### config.mk
export PLATFORM = sky130hd
export DESIGN_NAME = dvrm_ctrl
export DESIGN_NICKNAME = d
export VERILOG_FILES = /design/src/rtl/dvrm_pkg.sv /design/src/rtl/dvrm_ctrl.sv
export SDC_FILE = /design/constraint.sdc
export NUM_CORES = 1
export LEC_CHECK = 0
export ABC_AREA = 0
export BUFFER_PORTS_ARGS = -buffer_cell sky130_fd_sc_hd__buf_4
export CAP_MARGIN = 0
export CORE_AREA = 8 8 45 47
export CTS_CLUSTER_DIAMETER = 200
export DETAILED_ROUTE_END_ITERATION = 6
export DIE_AREA = 0 0 53 55
export HOLD_SLACK_MARGIN = 0.05
export PLACE_DENSITY_LB_ADDON = 0.25
export RECOVER_POWER = 100
export SETUP_SLACK_MARGIN = 0.2
export SYNTH_ARGS = -nofsm -noshare
export SYNTH_HDL_FRONTEND = slang
export SYNTH_SLANG_ARGS = --single-unit
### constraint.sdc
create_clock -name clk -period 1.3 [get_ports clk]
set_input_delay 0.13 -clock clk [delete_from_list [all_inputs] [get_ports clk]]
set_output_delay 0.13 -clock clk [all_outputs]
set_load 0.02 [all_outputs]
### src/rtl/dvrm_pkg.sv
package dvrm_pkg;

	// Saturation limit of a route cost.
	localparam logic [14:0] COST_MAX = 15'h7FFF;

	// Outcome codes of one merge.
	typedef enum logic [1:0] {
		ST_IMPROVED = 2'd0,
		ST_INSERTED = 2'd1,
		ST_KEPT     = 2'd2,
		ST_FULL     = 2'd3
	} route_status_t;

	// One advertised route, as carried by an input beat.
	typedef struct packed {
		logic [31:0]        from_addr;
		logic [31:0]        recv_iface_addr;
		logic [31:0]        dst_addr;
		logic signed [15:0] adv_cost;
	} route_adv_t;

	// One merge outcome, as carried by an output beat.
	typedef struct packed {
		route_status_t status;
		logic [5:0]    entry_index;
		logic [14:0]   entry_cost;
	} route_result_t;

	// One routing table slot.
	typedef struct packed {
		logic [31:0] dst;
		logic [31:0] next_hop;
		logic [31:0] iface;
		logic [14:0] cost;
	} route_entry_t;

	// Commands from the controller to the datapath.
	typedef struct packed {
		logic load;
		logic scan;
		logic resolve;
		logic commit;
	} dvrm_cmd_t;

	// Status from the datapath to the controller.
	typedef struct packed {
		logic hit;
		logic exhausted;
	} dvrm_stat_t;

	// Cost offered by an advertisement: zero for a negative cost, one for the
	// neighbor itself, otherwise one more than advertised with saturation.
	function automatic logic [14:0] candidate_cost(input logic [31:0] from_addr,
		input logic [31:0] dst_addr, input logic [15:0] adv_cost);
		logic [14:0] c;
		c = adv_cost[14:0];
		if (adv_cost[15]) begin
			return 15'd0;
		end else if (from_addr == dst_addr) begin
			return 15'd1;
		end else if (c == COST_MAX) begin
			return COST_MAX;
		end else begin
			return c + 15'd1;
		end
	endfunction

endpackage

### src/rtl/dvrm_ctrl.sv
module dvrm_ctrl
	import dvrm_pkg::*;
(
	input  logic       clk,
	input  logic       arst_n,
	input  logic       start,
	output logic       busy,
	output logic       done,
	output dvrm_cmd_t  cmd,
	input  dvrm_stat_t stat
);

	typedef enum logic [1:0] {
		S_IDLE,
		S_SCAN,
		S_COMMIT
	} state_t;

	state_t state_q;
	logic   done_q;

	// Commands follow the state and the search status.
	always_comb begin
		cmd         = '0;
		cmd.load    = (state_q == S_IDLE) && start;
		cmd.scan    = (state_q == S_SCAN);
		cmd.resolve = (state_q == S_SCAN) && (stat.hit || stat.exhausted);
		cmd.commit  = (state_q == S_COMMIT);
	end

	// State register and the result strobe.
	always_ff @(posedge clk or negedge arst_n) begin
		if (!arst_n) begin
			state_q <= S_IDLE;
			done_q  <= 1'b0;
		end else begin
			done_q <= (state_q == S_COMMIT);
			case (state_q)
				S_IDLE: begin
					if (start) begin
						state_q <= S_SCAN;
					end
				end
				S_SCAN: begin
					if (stat.hit || stat.exhausted) begin
						state_q <= S_COMMIT;
					end
				end
				S_COMMIT: begin
					state_q <= S_IDLE;
				end
				default: begin
					state_q <= S_IDLE;
				end
			endcase
		end
	end

	assign busy = (state_q != S_IDLE);
	assign done = done_q;

endmodule

== Word level (Yosys, flattened, before mapping) ==
Cells that the tools add are included.
Storage, ports and cells
  ROM bits: 0
  logic and storage cells: 15
  RAM bits: 0
  memories: 0
  bits in latches: 0
  bits of input ports: 5
  output and inout bits: 6
  register bits: 3
Cells by class
  div/mod/pow operators: 0
  add/subtract/negate cells: 0
  shift-type cells: 0
  multiplexer cells: 3
  bitwise logic cells: 0
  equal/unequal tests: 4
  $mul: 0
  order comparisons: 0
  reductions and logical operators: 6
Operator list (number)
  2-to-1 mux 2 bit: 2
  one-hot mux 2 bit (2 select lines): 1
  equality test 2 x 1 -> 1 bit, second input constant: 1
  equality test 2 bit, second input constant: 1
  logical AND 1 bit: 2
  zero test 2 bit: 1
  inequality test 2 x 1 -> 1 bit, second input constant: 1
  inequality test 2 bit, second input constant: 1
  AND reduction 2 bit: 1
  nonzero test 2 bit: 1
  logical OR 1 bit: 1

== Depth between registers and ports, before layout ==
  depth in word-level cells: 3
  depth in mapped cells: 2
  depth with buffers taken out: 2

== Worst setup path before layout ==
OpenSTA, ideal clock, no wires.
  path type: register to output
  start point: register state_q[1]
  end point: output cmd[1] (netlist bit)
  data required time: 1.170 ns
  data arrival time: 0.861 ns
  cell stages (with the launch flop): 3
  path slack: 0.309 ns
  path buffers: 0
  cells stage by stage: dfrtp_1 -> nor2b_4 -> and2b_1
RTL lines
  start: declaration: line dvrm_ctrl.sv:19  | state_t state_q;
  start signal: assignment: line dvrm_ctrl.sv:34  | state_q <= S_IDLE;
  start signal: assignment: line dvrm_ctrl.sv:41  | state_q <= S_SCAN;
  start signal: assignment: line dvrm_ctrl.sv:46  | state_q <= S_COMMIT;
  end: declaration: line dvrm_ctrl.sv:9  | output dvrm_cmd_t cmd,

==> results.md <==
Outcome:
- The flow ran to the end, and the final reports show no timing, DRC or antenna violations.

Route:
- After detailed routing, the average wire length per cell comes to 9.605 µm.
- The initial DRC count is 0.
- In this run the remaining antenna-violating nets after routing total 0.
- The via total after detailed routing is 134.
- Dividing the detail-routed via count by the number of cells gives 3.116.
- After detailed routing, the number of remaining DRC violations is 0.
- Summed over all layers, the routed wires come to slightly above 400 µm.
- For this run, the detailed router's first-pass iteration total came to 1.

Clock network:
- TritonCTS built the clock tree.
- After clock tree synthesis, the clock-pin slew on the worst setup and hold paths is roughly 0.03 ns.
- Clock tree synthesis inserted a total of 3 buffers.
- The insertion delay of the later-clocked pin in the worst-skew pair is 0.23 ns.
- Counting along the longest clock path gives a buffer depth of 2.
- The clock net in this run drives a total of 3 sinks.
- In this run the number of H-tree levels came out at 1.
- The tree is rooted in a sky130_fd_sc_hd__clkbuf_4.

Timing:
- The clock arrives with approximately 0.00060 ns of skew.
- The worst path meets setup with 0.1093 ns of slack.
- The final-report max-slew violation count is 0.
- The accumulated negative setup slack is 0 ns.
- Hold is met by 0.2189 ns.
- The final number of hold-violating endpoints is 0.
- The final-report setup violation count is 0.
- Setup repair after global routing could not meet its margin everywhere.
- The time the worst path needs with I/O delays and setup is between 1 and 1.5 ns.
- For the pin with the worst max-slew slack, the measured transition is 0.2548 ns.
- The worst-case headroom to the max-slew limit is 83.09%.
- The final critical path takes up 91.60% of the cycle.
- The highest clock frequency the design can meet is 839.8 MHz.

Setup path:
- The biggest fanout along the worst timing path is 4.
- For the worst setup path, the data arrival time is 1.06 ns.
- The endpoint identified for the worst register-to-register timing path is done.
- The path depth of the worst reg2reg path is 2.
- At the worst endpoint, the required time is 1.17 ns.
- The startpoint of the most critical register-to-register path is state_q[1].
- The setup slack of the most critical reg-to-reg path is 0.42 ns.
- The worst setup path is launched from a register.
- The worst setup path is captured at an output pin.
- The category of the most critical setup path is register to output pin.

Yosys:
- Counting every net in the synthesized netlist gives 16.
- The synthesized flop and latch total is 3.
- The synthesized netlist contains 8 unique library cells.
- Dividing the synthesized area by the synthesized cell count gives 12.97 µm².
- sky130_fd_sc_hd__dfrtp_1 is the most common cell in the netlist.
- The sequential share of the synthesized area is 52.63%.
- The number of flops mapped to enable cells by yosys is 0.
- For this run, the leading register cell type out of synthesis is sky130_fd_sc_hd__dfrtp_1.
- The share of Yosys cell area claimed by the top area cell type is around 53%.
- For this run, the number of Yosys warnings is 0.
- The netlist area before placement is 142.6 µm².
- The share of synthesized registers carrying an async set or reset is 100.0%.
- Counting instances in the post-synthesis netlist gives the leading cell types as 3 x sky130_fd_sc_hd__dfrtp_1, 2 x sky130_fd_sc_hd__and2b_1.
- sky130_fd_sc_hd__dfrtp_1 takes more of the synthesized area than any other cell.
- Counting every instance in the synthesized netlist gives 11.
- After synthesis, the cell types taking the most area are sky130_fd_sc_hd__dfrtp_1 53%, sky130_fd_sc_hd__and2b_1 11%, sky130_fd_sc_hd__nor2b_4 9.6%, sky130_fd_sc_hd__nor3b_2 8.8%, sky130_fd_sc_hd__and2b_2 6.1%.

Min path:
- The number of cells traversed by the worst hold path is 3.
- The startpoint identified for the worst hold timing path is stat[1].
- The path with the worst hold slack has its endpoint at state_q[0].
- The worst hold path belongs to the class input port to register.

GRT:
- Entering global routing, the biggest net connects 5 pins.
- For this run, the total global-route usage over all layers was measured as 3.280%.
- The number of global-route vias before repair was between 100 and 150.
- The first global-routing pass estimated 586 µm of wire.
- The initial antenna violation count is 0.
- After global routing the overflow that remains totals 0.

Die:
- The core box area is ~1400 µm².
- The I/O pin count is 11.
- The number of cell rows is 14.
- The full die area is 2915 µm².
- The height of the die is 55 µm.
- The initial utilization of the core area, before any placement, comes to 10.31%.
- The die boundary width is 53 µm.

Place:
- Prior to clock tree synthesis, the placed netlist has a worst setup slack of 0.3380 ns.
- The post-placement cell area is 237.7 µm².
- Input and output buffers added on the ports amount to 10.
- At the end of routability-driven placement, the weighted congestion stood at 0.6454.

Run:
- Max-cap violations in this run came to 0.

Cells and area:
- Summing all non-filler instances in the final layout gives an area of 269.0 µm².
- The number of antenna diodes in the final layout is 0.
- The post-route netlist has 51.85% of its cells at a drive strength greater than 1.
- The number of filler instances in the final layout is 162.
- The area added between synthesis and finish is 88.60%.
- The number of nets in the finished design is 33.

Power:
- The total power density per cell area is 1729 nW/µm².
- The power after layout is ~0.46 mW.
- The analysis attributes to cell leakage a power of 0.1423 nW.
- The worst-case IR drop observed on VDD is 0.0004480 V.
stage by stage:
stage,instances,util [%]
after CTS,43,20.89
after global placement,37,17.18
after global routing,43,19.44
after floorplan,11,-
final,43,19.44
after detailed placement,37,17.18
worst max-delay path, cell delays in order, from the launching register on:
cell and delay (ns):
sky130_fd_sc_hd__dfrtp_1 0.42, sky130_fd_sc_hd__nor2b_4 0.15, sky130_fd_sc_hd__and2b_1 0.14, sky130_fd_sc_hd__buf_6 0.11
cell type report:
type	count	area [µm²]	area share (%)
clock buffers	4	26.28	9.767
well taps	16	20.02	7.442
repair buffers	12	80.08	29.77
multi-input cells	8	67.56	25.12
flip-flops and latches	3	75.07	27.91
cell usage in the layout (no fill, tap or decap), drive strengths merged:
master	netlist	layout
a21o	1	1
and2b	3	3
buf	0	6
clkbuf	0	9
dfrtp	3	3
dlygate4sd3	0	1
nor2	1	1
nor2b	1	1
nor3b	1	1
or2	1	1
worst max path at each step:
stage,from,endpoint,depth (start not counted)
after CTS,state_q[1],cmd[3],2
after floorplan,state_q[1],cmd[1],2
final,state_q[1],cmd[1],3
after global placement,state_q[0],cmd[1],3
after global routing,state_q[1],cmd[3],2
after detailed placement,state_q[0],cmd[1],3
flip-flops by register name (all words and copies together), names as in the netlist:
register / count
state_q: 2
done: 1
where the power goes:
| part | switching [mW] | internal [mW] |
|---|---|---|
| Clock | 0.0455 | 0.115 |
| Combinational | 0.0930 | 0.0819 |
| Sequential | 0.0174 | 0.112 |
| Total | 0.156 | 0.309 |
metal layers:
layer / up-vias / wire, µm / GRT usage, %
met4: 0 / 6 / 3.879
li1: 66 / - / -
met3: 2 / 110 / 5.615
met5: - / 0 / 0
met2: 13 / 115 / 2.539
met1: 53 / 180 / 2.588
cells by family after synthesis:
kind of cell / Yosys count / synth area share (%)
simple gates: 7 / 42.10
flops: 3 / 52.63
compound gates: 1 / 5.265
repair_timing:
action                                  in CTS  in global routing
pin swaps                                    0                  1
setup buffers                                1                  0
gates cloned                                 0                  0
hold endpoints to repair                     3                  0
hold buffers                                 1                  0
resized for setup                            2                  3
endpoints found under the setup margin       4                  5
Note: power is estimated with default switching activity, not from simulation.
